<file path="src/hdl/wheel_odometry_encoder_emulator_macros.svh">
// ----------------------------------------------------------------------------
// Assertion macros for the wheel odometry encoder emulator.
// Both macros sample on clk_i and are disabled while rst_ni is low.
// ----------------------------------------------------------------------------
`ifndef WHEEL_ODOMETRY_ENCODER_EMULATOR_MACROS_SVH
`define WHEEL_ODOMETRY_ENCODER_EMULATOR_MACROS_SVH

// Same-cycle implication
`define WOE_ASSERT(label, ante, cons) \
  label: assert property (@(posedge clk_i) disable iff (!rst_ni) (ante) |-> (cons)) \
    else $error("woe assertion failed");

// Next-cycle implication
`define WOE_ASSERT_NEXT(label, ante, cons) \
  label: assert property (@(posedge clk_i) disable iff (!rst_ni) (ante) |=> (cons)) \
    else $error("woe assertion failed");

`endif

</file>
<file path="src/hdl/woe_pkg.sv">
// ----------------------------------------------------------------------------
// woe_pkg
// Types, fixed-point constants and widths shared by the odometry emulator.
// ----------------------------------------------------------------------------
package woe_pkg;

  // Angle and count formats
  localparam int ANGLE_BITS      = 16;
  localparam int COUNT_FRAC_BITS = 16;
  localparam int ANG_FRAC        = ANGLE_BITS - 3;
  localparam int SPEED_W         = 16;
  localparam int LIM_W           = 15;
  localparam int RES_W           = 10;
  localparam int GEAR_W          = 12;
  localparam int COUNT_W         = 32;
  localparam int ACC_W           = COUNT_W + COUNT_FRAC_BITS;

  // pi in Q(ANG_FRAC), rounded from a Q30 value
  localparam longint unsigned PI_Q30 = 64'd3373259426;
  localparam int PI_FX      = int'(((PI_Q30 >> (29 - ANG_FRAC)) + 64'd1) >> 1);
  localparam int TWO_PI_FX  = 2 * PI_FX;
  localparam int FOUR_PI_FX = 4 * PI_FX;
  localparam int HALF_DV    = FOUR_PI_FX / 2;
  localparam int DV_W       = $clog2(FOUR_PI_FX + 1);

  // Datapath widths of one side lane
  localparam int DELTA_W = ANGLE_BITS + 1;
  localparam int SUM_W   = ANGLE_BITS + 2;
  localparam int MAG_W   = ANGLE_BITS + 1;
  localparam int P1_W    = MAG_W + RES_W;
  localparam int P2_W    = P1_W + GEAR_W;
  localparam int NUM_W   = P2_W + COUNT_FRAC_BITS + 1;

  // Constant divider: RADIX_BITS quotient bits per cycle
  localparam int RADIX_BITS  = 4;
  localparam int DIV_ITERS   = (NUM_W + RADIX_BITS - 1) / RADIX_BITS;
  localparam int DIV_W       = DIV_ITERS * RADIX_BITS;
  localparam int ITER_CNT_W  = $clog2(DIV_ITERS);

  // Configuration register indexes
  typedef enum logic [1:0] {
    CFG_RES       = 2'd0,
    CFG_GEAR      = 2'd1,
    CFG_MAX_SPEED = 2'd2
  } cfg_idx_e;

  // Input beat
  typedef struct packed {
    logic                          clear_counts;
    logic signed [SPEED_W-1:0]     right_speed_cmd;
    logic signed [SPEED_W-1:0]     left_speed_cmd;
    logic signed [ANGLE_BITS-1:0]  front_right_angle;
    logic signed [ANGLE_BITS-1:0]  rear_right_angle;
    logic signed [ANGLE_BITS-1:0]  front_left_angle;
    logic signed [ANGLE_BITS-1:0]  rear_left_angle;
    logic signed [ANGLE_BITS-1:0]  right_rocker_angle;
    logic signed [ANGLE_BITS-1:0]  left_rocker_angle;
  } in_item_t;

  // Output beat
  typedef struct packed {
    logic signed [SPEED_W-1:0]     right_drive;
    logic signed [SPEED_W-1:0]     left_drive;
    logic signed [COUNT_W-1:0]     right_count;
    logic signed [COUNT_W-1:0]     left_count;
    logic signed [ANGLE_BITS-1:0]  balance_target;
    logic                          wheels_active;
  } out_item_t;

  // Control into a side lane
  typedef struct packed {
    logic start;
    logic clear;
    logic ack;
  } lane_ctl_t;

  // Status out of a side lane
  typedef struct packed {
    logic               done;
    logic [COUNT_W-1:0] count;
  } lane_stat_t;

endpackage

</file>
<file path="src/hdl/wheel_odometry_encoder_emulator.sv">
// ----------------------------------------------------------------------------
// wheel_odometry_encoder_emulator
// Encoder count emulation for a four-wheel, two-rocker rover.
// ----------------------------------------------------------------------------
// One beat is worked at a time. A normal beat goes from acceptance to a
// valid result through these steps: a registered start, two multiply
// steps, a load, the radix-16 divider by 4*pi in each side lane, an
// accumulate and a handoff to the output register. A beat with
// clear_counts set skips the arithmetic.
// The two side lanes run in parallel, so the divider loop sets the rate.
// A new beat is taken as soon as the result moves to the output register,
// even while that result still waits for out_ready_i. Configuration writes
// are always accepted; write them only while the block is idle.
// ----------------------------------------------------------------------------
`include "wheel_odometry_encoder_emulator_macros.svh"

module wheel_odometry_encoder_emulator (
  input  logic                          clk_i,
  input  logic                          rst_ni,
  input  logic                          cfg_valid_i,
  output logic                          cfg_ready_o,
  input  logic [1:0]                    cfg_index_i,
  input  logic [woe_pkg::LIM_W-1:0]     cfg_data_i,
  input  logic                          in_valid_i,
  output logic                          in_ready_o,
  input  woe_pkg::in_item_t             in_data_i,
  output logic                          out_valid_o,
  input  logic                          out_ready_i,
  output woe_pkg::out_item_t            out_data_o
);

  logic [woe_pkg::RES_W-1:0]   res_q;
  logic [woe_pkg::GEAR_W-1:0]  gear_q;
  logic [woe_pkg::LIM_W-1:0]   max_speed_q;
  logic                        busy_q;
  logic                        start_q;
  woe_pkg::in_item_t           hold_q;
  logic                        load;
  woe_pkg::lane_ctl_t          lane_ctl;
  woe_pkg::lane_stat_t         lane_r_stat, lane_l_stat;

  // Configuration registers
  assign cfg_ready_o = 1'b1;

  always_ff @(posedge clk_i or negedge rst_ni) begin
    if (!rst_ni) begin
      res_q       <= woe_pkg::RES_W'(16);
      gear_q      <= woe_pkg::GEAR_W'(192);
      max_speed_q <= woe_pkg::LIM_W'(5120);
    end else if (cfg_valid_i) begin
      case (cfg_index_i)
        woe_pkg::CFG_RES:       res_q       <= cfg_data_i[woe_pkg::RES_W-1:0];
        woe_pkg::CFG_GEAR:      gear_q      <= cfg_data_i[woe_pkg::GEAR_W-1:0];
        woe_pkg::CFG_MAX_SPEED: max_speed_q <= cfg_data_i;
        default: ;
      endcase
    end
  end

  // Input beat capture and busy tracking
  assign in_ready_o = ~busy_q;

  always_ff @(posedge clk_i or negedge rst_ni) begin
    if (!rst_ni) begin
      busy_q  <= 1'b0;
      start_q <= 1'b0;
    end else begin
      start_q <= in_valid_i & ~busy_q;
      if (in_valid_i && !busy_q) begin
        busy_q <= 1'b1;
      end else if (load) begin
        busy_q <= 1'b0;
      end
    end
  end

  always_ff @(posedge clk_i) begin
    if (in_valid_i && !busy_q) begin
      hold_q <= in_data_i;
    end
  end

  assign lane_ctl.start = start_q;
  assign lane_ctl.clear = hold_q.clear_counts;
  assign lane_ctl.ack   = load;

  // Side lanes
  woe_lane u_lane_r (
    .clk_i         (clk_i),
    .rst_ni        (rst_ni),
    .ctl_i         (lane_ctl),
    .front_angle_i (hold_q.front_right_angle),
    .rear_angle_i  (hold_q.rear_right_angle),
    .res_i         (res_q),
    .gear_i        (gear_q),
    .stat_o        (lane_r_stat)
  );

  woe_lane u_lane_l (
    .clk_i         (clk_i),
    .rst_ni        (rst_ni),
    .ctl_i         (lane_ctl),
    .front_angle_i (hold_q.front_left_angle),
    .rear_angle_i  (hold_q.rear_left_angle),
    .res_i         (res_q),
    .gear_i        (gear_q),
    .stat_o        (lane_l_stat)
  );

  // Merge and output register
  woe_merge u_merge (
    .clk_i       (clk_i),
    .rst_ni      (rst_ni),
    .item_i      (hold_q),
    .right_i     (lane_r_stat),
    .left_i      (lane_l_stat),
    .max_speed_i (max_speed_q),
    .out_ready_i (out_ready_i),
    .out_valid_o (out_valid_o),
    .out_data_o  (out_data_o),
    .load_o      (load)
  );

  // Assertions
  `WOE_ASSERT(a_lanes_in_step, 1'b1, lane_r_stat.done == lane_l_stat.done)
  `WOE_ASSERT(a_done_while_busy, lane_r_stat.done, busy_q)
  `WOE_ASSERT_NEXT(a_clear_zeroes, load && hold_q.clear_counts, out_data_o.right_count == '0 && out_data_o.left_count == '0)

endmodule

</file>
<file path="src/hdl/woe_lane.sv">
// ----------------------------------------------------------------------------
// woe_lane
// One side of the rover: wraps two wheel deltas, scales their sum into
// encoder counts through two multiplies and a radix-16 constant divider,
// and keeps the wrapping fixed-point count.
// ----------------------------------------------------------------------------
module woe_lane (
  input  logic                                     clk_i,
  input  logic                                     rst_ni,
  input  woe_pkg::lane_ctl_t                       ctl_i,
  input  logic signed [woe_pkg::ANGLE_BITS-1:0]    front_angle_i,
  input  logic signed [woe_pkg::ANGLE_BITS-1:0]    rear_angle_i,
  input  logic [woe_pkg::RES_W-1:0]                res_i,
  input  logic [woe_pkg::GEAR_W-1:0]               gear_i,
  output woe_pkg::lane_stat_t                      stat_o
);

  localparam int AB   = woe_pkg::ANGLE_BITS;
  localparam int DW   = woe_pkg::DELTA_W;
  localparam int SW   = woe_pkg::SUM_W;
  localparam int MW   = woe_pkg::MAG_W;
  localparam int RW   = woe_pkg::RES_W;
  localparam int GW   = woe_pkg::GEAR_W;
  localparam int P1W  = woe_pkg::P1_W;
  localparam int P2W  = woe_pkg::P2_W;
  localparam int DIVW = woe_pkg::DIV_W;
  localparam int DVW  = woe_pkg::DV_W;
  localparam int ACW  = woe_pkg::ACC_W;
  localparam int FB   = woe_pkg::COUNT_FRAC_BITS;
  localparam int ICW  = woe_pkg::ITER_CNT_W;

  localparam logic signed [DW-1:0] PI_S     = DW'(woe_pkg::PI_FX);
  localparam logic signed [DW-1:0] TWO_PI_S = DW'(woe_pkg::TWO_PI_FX);
  localparam logic [DVW:0]         DV_EXT   = (DVW + 1)'(woe_pkg::FOUR_PI_FX);
  localparam logic [DIVW-1:0]      HALF_EXT = DIVW'(woe_pkg::HALF_DV);
  localparam logic [ICW-1:0]       ITER_LAST = ICW'(woe_pkg::DIV_ITERS - 1);

  typedef enum logic [6:0] {
    L_IDLE = 7'b0000001,
    L_MUL1 = 7'b0000010,
    L_MUL2 = 7'b0000100,
    L_LOAD = 7'b0001000,
    L_DIV  = 7'b0010000,
    L_ACC  = 7'b0100000,
    L_DONE = 7'b1000000
  } lane_state_e;

  lane_state_e             state_q;
  logic signed [AB-1:0]    prev_front_q, prev_rear_q;
  logic [ACW-1:0]          acc_q;
  logic [MW-1:0]           mag_q;
  logic                    neg_q;
  logic [P1W-1:0]          prod1_q;
  logic [P2W-1:0]          prod2_q;
  logic [DIVW-1:0]         num_q;
  logic [DVW-1:0]          rem_q;
  logic [ICW-1:0]          iter_q;

  logic signed [DW-1:0]    d_front, d_rear;
  logic signed [SW-1:0]    sum_w;
  logic [SW-1:0]           abs_w;
  logic [DIVW-1:0]         num_d;
  logic [DVW-1:0]          rem_d;

  // Angle change, wrapped once by 2*pi
  function automatic logic signed [DW-1:0] wrap_delta(
    input logic signed [AB-1:0] cur,
    input logic signed [AB-1:0] prev
  );
    logic signed [DW-1:0] d;
    d = {cur[AB-1], cur} - {prev[AB-1], prev};
    if (d < -PI_S) begin
      d = d + TWO_PI_S;
    end else if (d > PI_S) begin
      d = d - TWO_PI_S;
    end
    return d;
  endfunction

  // Side sum and its magnitude
  always_comb begin
    d_front = wrap_delta(front_angle_i, prev_front_q);
    d_rear  = wrap_delta(rear_angle_i, prev_rear_q);
    sum_w   = {d_front[DW-1], d_front} + {d_rear[DW-1], d_rear};
    abs_w   = sum_w[SW-1] ? (~sum_w + 1'b1) : sum_w;
  end

  // Restoring division by 4*pi, RADIX_BITS quotient bits per cycle
  always_comb begin
    logic [DVW:0] trial;
    logic         qbit;
    rem_d = rem_q;
    num_d = num_q;
    for (int k = 0; k < woe_pkg::RADIX_BITS; k++) begin
      trial = {rem_d, num_d[DIVW-1]};
      qbit  = (trial >= DV_EXT);
      if (qbit) begin
        rem_d = DVW'(trial - DV_EXT);
      end else begin
        rem_d = trial[DVW-1:0];
      end
      num_d = {num_d[DIVW-2:0], qbit};
    end
  end

  // Sequencer and state
  always_ff @(posedge clk_i or negedge rst_ni) begin
    if (!rst_ni) begin
      state_q      <= L_IDLE;
      prev_front_q <= '0;
      prev_rear_q  <= '0;
      acc_q        <= '0;
    end else begin
      case (state_q)
        L_IDLE: begin
          if (ctl_i.start) begin
            if (ctl_i.clear) begin
              prev_front_q <= '0;
              prev_rear_q  <= '0;
              acc_q        <= '0;
              state_q      <= L_DONE;
            end else begin
              prev_front_q <= front_angle_i;
              prev_rear_q  <= rear_angle_i;
              state_q      <= L_MUL1;
            end
          end
        end
        L_MUL1:  state_q <= L_MUL2;
        L_MUL2:  state_q <= L_LOAD;
        L_LOAD:  state_q <= L_DIV;
        L_DIV: begin
          if (iter_q == ITER_LAST) begin
            state_q <= L_ACC;
          end
        end
        L_ACC: begin
          // quotient is the rounded increment
          if (neg_q) begin
            acc_q <= acc_q - num_q[ACW-1:0];
          end else begin
            acc_q <= acc_q + num_q[ACW-1:0];
          end
          state_q <= L_DONE;
        end
        L_DONE: begin
          if (ctl_i.ack) begin
            state_q <= L_IDLE;
          end
        end
        default: state_q <= L_IDLE;
      endcase
    end
  end

  // Datapath registers
  always_ff @(posedge clk_i) begin
    case (state_q)
      L_IDLE: begin
        mag_q <= abs_w[MW-1:0];
        neg_q <= sum_w[SW-1];
      end
      L_MUL1: prod1_q <= {{RW{1'b0}}, mag_q} * {{MW{1'b0}}, res_i};
      L_MUL2: prod2_q <= {{GW{1'b0}}, prod1_q} * {{P1W{1'b0}}, gear_i};
      L_LOAD: begin
        num_q  <= DIVW'({prod2_q, {FB{1'b0}}}) + HALF_EXT;
        rem_q  <= '0;
        iter_q <= '0;
      end
      L_DIV: begin
        num_q  <= num_d;
        rem_q  <= rem_d;
        iter_q <= iter_q + 1'b1;
      end
      default: ;
    endcase
  end

  assign stat_o.done  = (state_q == L_DONE);
  assign stat_o.count = acc_q[ACW-1:FB];

endmodule

</file>
<file path="src/hdl/woe_merge.sv">
// ----------------------------------------------------------------------------
// woe_merge
// Joins the two side lanes with the speed clamp and rocker balance and
// holds the result beat in an output register.
// ----------------------------------------------------------------------------
module woe_merge (
  input  logic                            clk_i,
  input  logic                            rst_ni,
  input  woe_pkg::in_item_t               item_i,
  input  woe_pkg::lane_stat_t             right_i,
  input  woe_pkg::lane_stat_t             left_i,
  input  logic [woe_pkg::LIM_W-1:0]       max_speed_i,
  input  logic                            out_ready_i,
  output logic                            out_valid_o,
  output woe_pkg::out_item_t              out_data_o,
  output logic                            load_o
);

  localparam int SPW = woe_pkg::SPEED_W;
  localparam int AB  = woe_pkg::ANGLE_BITS;

  logic                   out_valid_q;
  woe_pkg::out_item_t     out_q;
  logic signed [SPW-1:0]  rd, ld;
  logic signed [AB:0]     rock_diff;

  // Clamp a speed to +/- limit
  function automatic logic signed [SPW-1:0] clamp(
    input logic signed [SPW-1:0]     s,
    input logic [woe_pkg::LIM_W-1:0] lim
  );
    logic signed [SPW-1:0] hi;
    logic signed [SPW-1:0] lo;
    hi = signed'({1'b0, lim});
    lo = -hi;
    if (s > hi) begin
      return hi;
    end else if (s < lo) begin
      return lo;
    end
    return s;
  endfunction

  always_comb begin
    rd        = clamp(item_i.right_speed_cmd, max_speed_i);
    ld        = clamp(item_i.left_speed_cmd, max_speed_i);
    rock_diff = {item_i.right_rocker_angle[AB-1], item_i.right_rocker_angle}
              - {item_i.left_rocker_angle[AB-1], item_i.left_rocker_angle};
  end

  // Take both lanes once the output register is free
  assign load_o = right_i.done & left_i.done & (~out_valid_q | out_ready_i);

  always_ff @(posedge clk_i or negedge rst_ni) begin
    if (!rst_ni) begin
      out_valid_q <= 1'b0;
    end else if (load_o) begin
      out_valid_q <= 1'b1;
    end else if (out_ready_i) begin
      out_valid_q <= 1'b0;
    end
  end

  always_ff @(posedge clk_i) begin
    if (load_o) begin
      out_q.right_drive    <= rd;
      out_q.left_drive     <= ld;
      out_q.right_count    <= right_i.count;
      out_q.left_count     <= left_i.count;
      // arithmetic half, floors odd differences
      out_q.balance_target <= rock_diff[AB:1];
      out_q.wheels_active  <= (rd != '0) | (ld != '0);
    end
  end

  assign out_valid_o = out_valid_q;
  assign out_data_o  = out_q;

endmodule
</file>
<file path="config.mk">
export PLATFORM = sky130hd
export DESIGN_NAME = wheel_odometry_encoder_emulator
export DESIGN_NICKNAME = d
export VERILOG_FILES = /design/src/hdl/woe_pkg.sv /design/src/hdl/wheel_odometry_encoder_emulator.sv /design/src/hdl/woe_lane.sv /design/src/hdl/woe_merge.sv
export VERILOG_INCLUDE_DIRS = /design/src /design/src/hdl
export SDC_FILE = /design/constraint.sdc
export NUM_CORES = 2
export LEC_CHECK = 0
export ABC_AREA = 1
export BUFFER_PORTS_ARGS = -buffer_cell sky130_fd_sc_hd__buf_2
export CAP_MARGIN = 40
export CORE_ASPECT_RATIO = 1.5
export CORE_MARGIN = 2
export CORE_UTILIZATION = 32
export DETAILED_ROUTE_END_ITERATION = 6
export RECOVER_POWER = 50
export SYNTH_ARGS = -nofsm -noshare
export SYNTH_HDL_FRONTEND = slang
export SYNTH_SLANG_ARGS = --single-unit
</file>
<file path="constraint.sdc">
create_clock -name clk_i -period 14.4 [get_ports clk_i]
set_clock_uncertainty 0.1 [all_clocks]
set_input_delay 1.44 -clock clk_i [delete_from_list [all_inputs] [get_ports clk_i]]
set_output_delay 1.44 -clock clk_i [all_outputs]
set_load 0.01 [all_outputs]
</file>
After elaboration in Yosys (flattened, before gate mapping)
Cells that the tools add are included.
- flip-flop bits (word level): 778
- input bits: 151
- output and inout bits: 116
- word-level logic and storage cells: 211
- $add $sub $neg: 34
- multipliers: 4
- order comparisons: 20
- eq/ne operators: 26
- mux-type cells: 55
- bitwise operators: 9
- reductions and logical operators: 20
- operator list (cell ; number):
    $mux W17 ; 18
    $pmux W56 S2 ; 2
    $sub A17 B17 Y17 const B ; 12
    $mux W48 ; 4
    $pmux W48 S2 ; 2
    $mux W16 ; 10
    $ge A18 B17 Y1 const B ; 8
    $add A55 B16 Y56 const B ; 2
    $pmux W7 S7 ; 2
    $add A48 B48 Y48 ; 2
    $sub A48 B48 Y48 ; 2
    $sub A16 B16 Y17 ; 5
    $mul A27 B12 Y39 ; 2
    $add A17 B17 Y17 const B ; 4
    $gt A17 B16 Y1 const B ; 4
    $lt A17 B16 Y1 const B ; 4
    $pmux W17 S2 ; 2
    $mul A17 B10 Y27 ; 2
    $add A17 B17 Y18 ; 2
    $mux W7 ; 5
    $add A17 B1 Y17 const B ; 2
    $not A17 Y17 ; 2
    $gt A16 B16 Y1 ; 2
    $lt A16 B16 Y1 ; 2
    26 further kinds ; 66

Depth between registers and ports, before layout
- word-level depth: 9
- depth in mapped cells: 47

By module
From an unflattened synthesis, not the netlist that was laid out.
- cells, all modules: 9852
- area total of the unflattened synthesis: 79770.3 µm²
- by module, submodules not included (module ; instances ; cells each ; area each (µm²)):
    woe_lane at u_lane_r ; 1 ; 4429 ; 33712.3
    woe_lane at u_lane_l ; 1 ; 4328 ; 33324.5
    woe_merge ; 1 ; 792 ; 7241.9
    wheel_odometry_encoder_emulator ; 1 ; 303 ; 5491.5

Worst setup path before layout
OpenSTA, ideal clock, no wires.
- path type: input-to-reg
- start point: in out_ready_i
- end point: reg busy_q
- arrival time: 6.442 ns
- data required time: 13.928 ns
- slack: 7.486 ns
- cell stages on the path: 3
- path buffers: 0
- cell sequence: nor2_1 -> nor2_1 -> o21ai_0
- cells in the longest elaborated chain, start to end: 3
- RTL lines (what ; line ; RTL):
    start, declared ; wheel_odometry_encoder_emulator.sv:28 ; input logic out_ready_i,
    $or A1 B1 Y1 ; woe_merge.sv:52 ; assign load_o = right_i.done & left_i.done & (~out_valid_q | out_ready_i);
    $and A1 B1 Y1 ; woe_merge.sv:52 ;
    via load ; wheel_odometry_encoder_emulator.sv:38 ; logic load;
    $reduce_bool A2 Y1 (no line) ; - ;
    end signal, assigned ; wheel_odometry_encoder_emulator.sv:65 ; busy_q <= 1'b0;
    end signal, assigned ; wheel_odometry_encoder_emulator.sv:70 ; busy_q <= 1'b1;
    end signal, assigned ; wheel_odometry_encoder_emulator.sv:72 ; busy_q <= 1'b0;
    end, declared ; wheel_odometry_encoder_emulator.sv:35 ; logic busy_q;
The timed path passes the listed nets, and every way through them passes these cells.
A chain may end at the register's enable or synchronous reset.

Worst setup path after layout
- start point: reg gear_q[0] in the netlist's numbering
- end point: reg u_lane_r.prod2_q[37], data pin
- cells in the longest elaborated chain, start to end: 1
- RTL lines (what ; line ; RTL):
    start, declared ; wheel_odometry_encoder_emulator.sv:33 ; logic [woe_pkg::GEAR_W-1:0] gear_q;
    start signal, assigned ; wheel_odometry_encoder_emulator.sv:48 ; gear_q <= woe_pkg::GEAR_W'(192);
    start signal, assigned ; wheel_odometry_encoder_emulator.sv:53 ; woe_pkg::CFG_GEAR: gear_q <= cfg_data_i[woe_pkg::GEAR_W-1:0];
    $mul A27 B12 Y39 ; woe_lane.sv:164 ; L_MUL2: prod2_q <= {{GW{1'b0}}, prod1_q} * {{P1W{1'b0}}, gear_i};
    end signal, assigned ; woe_lane.sv:164 ;
    end, declared ; woe_lane.sv:54 ; logic [P2W-1:0] prod2_q;
Every way passes these cells.

==> impl_metrics.ini <==
[route]
vias = 60600
finalWirelength_microns = 193000
ant_nets = 0
drc_errors = 0
drt_first_pass_iters = 6
first_iter_violations = 3201
routedWlPerCell_microns = 14.9
routed_via_density = 4.67

[global_routing]
grt_max_degree = 82
grt_usage_pct = 15.6
grt_pass1_wl_microns = 318000
use_met3_pct = 1.86
grt_pass1_vias = 61800
antenna_found_initial = 3
globalRouteMet1Util_pct = 19.1
busiest_layer = met2
use_met2_pct = 28.6
grt_overflow = 0

[clocking]
cts_buffers = 90
cts_resized = 0
cts_root_buffer = clkbuf_16
cts_tree = done
cts.htree.levels = 3
postCtsSetupBuffers = 0
cts_sinks = 778
clockBufferDepth = 3
clk_pin_slew_ns = 0.06
holdBufCountCts = 0
worstSkewPairLatency_ns = 0.73

[sta]
hold_viol = 0
tns_ns = 0
maxSlewHeadroom_pct = -184
maxSlewViolCount = 630
clock.fmax_mhz = 114
worst_slew_pin_slew_ns = 4.26
finalCritPeriodShare_pct = 61.2
finalSetupViolCount = 0
fin_crit_ns = 8.81
rsz0062_at_grt = no

[yosys]
synth-edff-count = 564
syn_avg_cell_area_sq_um = 8.20
yosysTopAreaCellShare_pct = 21.7
async_flop_share_pct = 27.5
syn_nets = 11000
ys_seq_area_share_pct = 28.6
synthTopCellsByArea = edfxtp_1, fa_1, nand2_1, ha_1, inv_1
yosysWarnings = 0
synth_area_sq_um = 78000
synth_ff_type = edfxtp_1
synth_top_area_cell = edfxtp_1
synthDistinctLibCells = 68
synth_seq_cells = 778
synth_cells = 9511

[finish]
final_nets = 11100
syn2layout_area_growth_pct = 10.1
drive_gt1_share_pct = 6.21

[worst_setup_path]
worstPathArrival_ns = 9.15
critPathKind = reg2reg
r2r_cells = 29
required_ns = 14.75
max_stage_delay_ns = 2.45
r2r-end = u_lane_r.prod2_q[37]
crit_family = buffers and inverters
crit_buf_inv = 4
reg2reg_from = gear_q[0]
cp-end-kind = register
cp_common_cell = nand2_1
critPathSlowestCell = clkbuf_1
path_max_fanout = 54
crit_path_start_kind = register
r2r_setup_slack_ns = 5.59

[floorplanning]
io_pins = 267
die_area_sq_um = 248000
die_w_microns = 407
core_sq_um = 243000
initial_core_util_pct = 32.1
die_y_microns = 609
rows = 222

[placed_design]
routabilityCongestion = 0.866
dp_hpwl_microns = 151000
io_buffers = 265

[min_path]
min_to = u_lane_r.acc_q[3]
worstHoldPathCells = 2
min_path_type = reg2reg
min_from = u_lane_r.acc_q[3]

[outcome]
violations = max-capacitance violations, max-slew violations
status = finished with violations

[job]
cap_viol_max_count = 13
cells in the mapped netlist, types with 53 or more instances:
library cell     n
xnor2_1        104
fa_1           745
xor2_1         347
nand4_1         77
edfxtp_1       564
nor2_1         466
ha_1           574
clkbuf_1       235
nand3_1        325
nand2_1       2454
dfrtp_1        207
inv_1         1856
nor3_1          95
o21ai_0        467
a21oi_1        485
buf_1           53
worst min-delay path, cell delays in order (launching register included):
cell	delay [ns]
dfrtp_1	0.35
nand2_1	0.06
nand2_1	0.05
how the worst max path moves through the flow:
stage / from / to / cells past startpoint
floorplan: out_ready_i / busy_q / 3
global placement: hold_q[64] / u_lane_r.mag_q[10] / 42
detailed placement: hold_q[64] / u_lane_r.mag_q[10] / 42
CTS: hold_q[64] / u_lane_r.mag_q[10] / 42
global route: gear_q[0] / u_lane_r.prod2_q[37] / 29
finish: gear_q[0] / u_lane_r.prod2_q[37] / 29
kinds of logic (layout without fill, tap and decap cells):
group / after synthesis / count (layout) / share of synthesized area [%]
muxes: 5 / 5 / 0.0642
xor gates and xnor gates: 452 / 452 / 5.09
adders and majority gates: 1319 / 1319 / 28.3
DFF: 778 / 778 / 28.6
other: 1 / 7 / 0.00481
buffers and inverters: 2189 / 2383 / 10.6
AOI/OAI and AO/OA: 1185 / 1185 / 8.42
and+or+nand+nor: 3582 / 3582 / 18.9
final cells by class:
class / count / area (sq um)
fillers: 25200 / 157000
multi-input cells: 6544 / 47400
flip-flops and latches: 778 / 22300
inverters: 1887 / 7090
well taps: 3248 / 4060
clock buffers: 112 / 2430
repair buffers: 327 / 1820
clock inverters: 57 / 708
diodes: 6 / 15.0
metal layers:
layer	vias to the layer above	part of all wire, %	routed length, microns
met5	-	0	0
met4	0	2.6	4930
met3	293	4.2	8160
met2	1256	51	98300
met1	28900	42	81900
li1	30100	-	-
registers in the layout, indices dropped and copies added (netlist names), 27 cells and up:
signal              flops
u_merge.out_data_o    113
u_lane_r.num_q         56
u_lane_r.acc_q         48
u_lane_r.prod2_q       39
u_lane_l.num_q         56
u_lane_r.prod1_q       27
u_lane_l.acc_q         48
u_lane_l.prod2_q       39
hold_q                129
u_lane_l.prod1_q       27
layout by cell type (no fill, tap or decap), types with 53 or more instances in the layout:
cell and n:
nand4_1 77, nand3_1 325, clkbuf_1 53, xnor2_1 104, o21ai_0 467, ha_1 574
nand2_1 2451, a21oi_1 485, dfrtp_1 197, buf_2 250, edfxtp_1 564, nor3_1 95
clkbuf_16 93, inv_1 1855, nor2_1 465, fa_1 745, xor2_1 347
stage by stage:
step | hold WS (ns) | setup WS, ns | cell area (sq um) | cells | util [%]
3_3_place_gp | 0.366 | 6.72 | 82600 | 12800 | 34.0
5_1_grt | 0.403 | 4.91 | 85900 | 13000 | 35.3
3_5_place_dp | 0.370 | 6.73 | 82900 | 12800 | 34.1
6_report | 0.388 | 5.59 | 85900 | 13000 | 35.3
4_1_cts | 0.385 | 6.69 | 86100 | 13000 | 35.4
2_1_floorplan | 0.348 | 7.49 | 78000 | 9511 | -
Power is left out: the tool's default activity adds up to more than one toggle a clock period on the data nets, which glitch-free logic cannot reach.
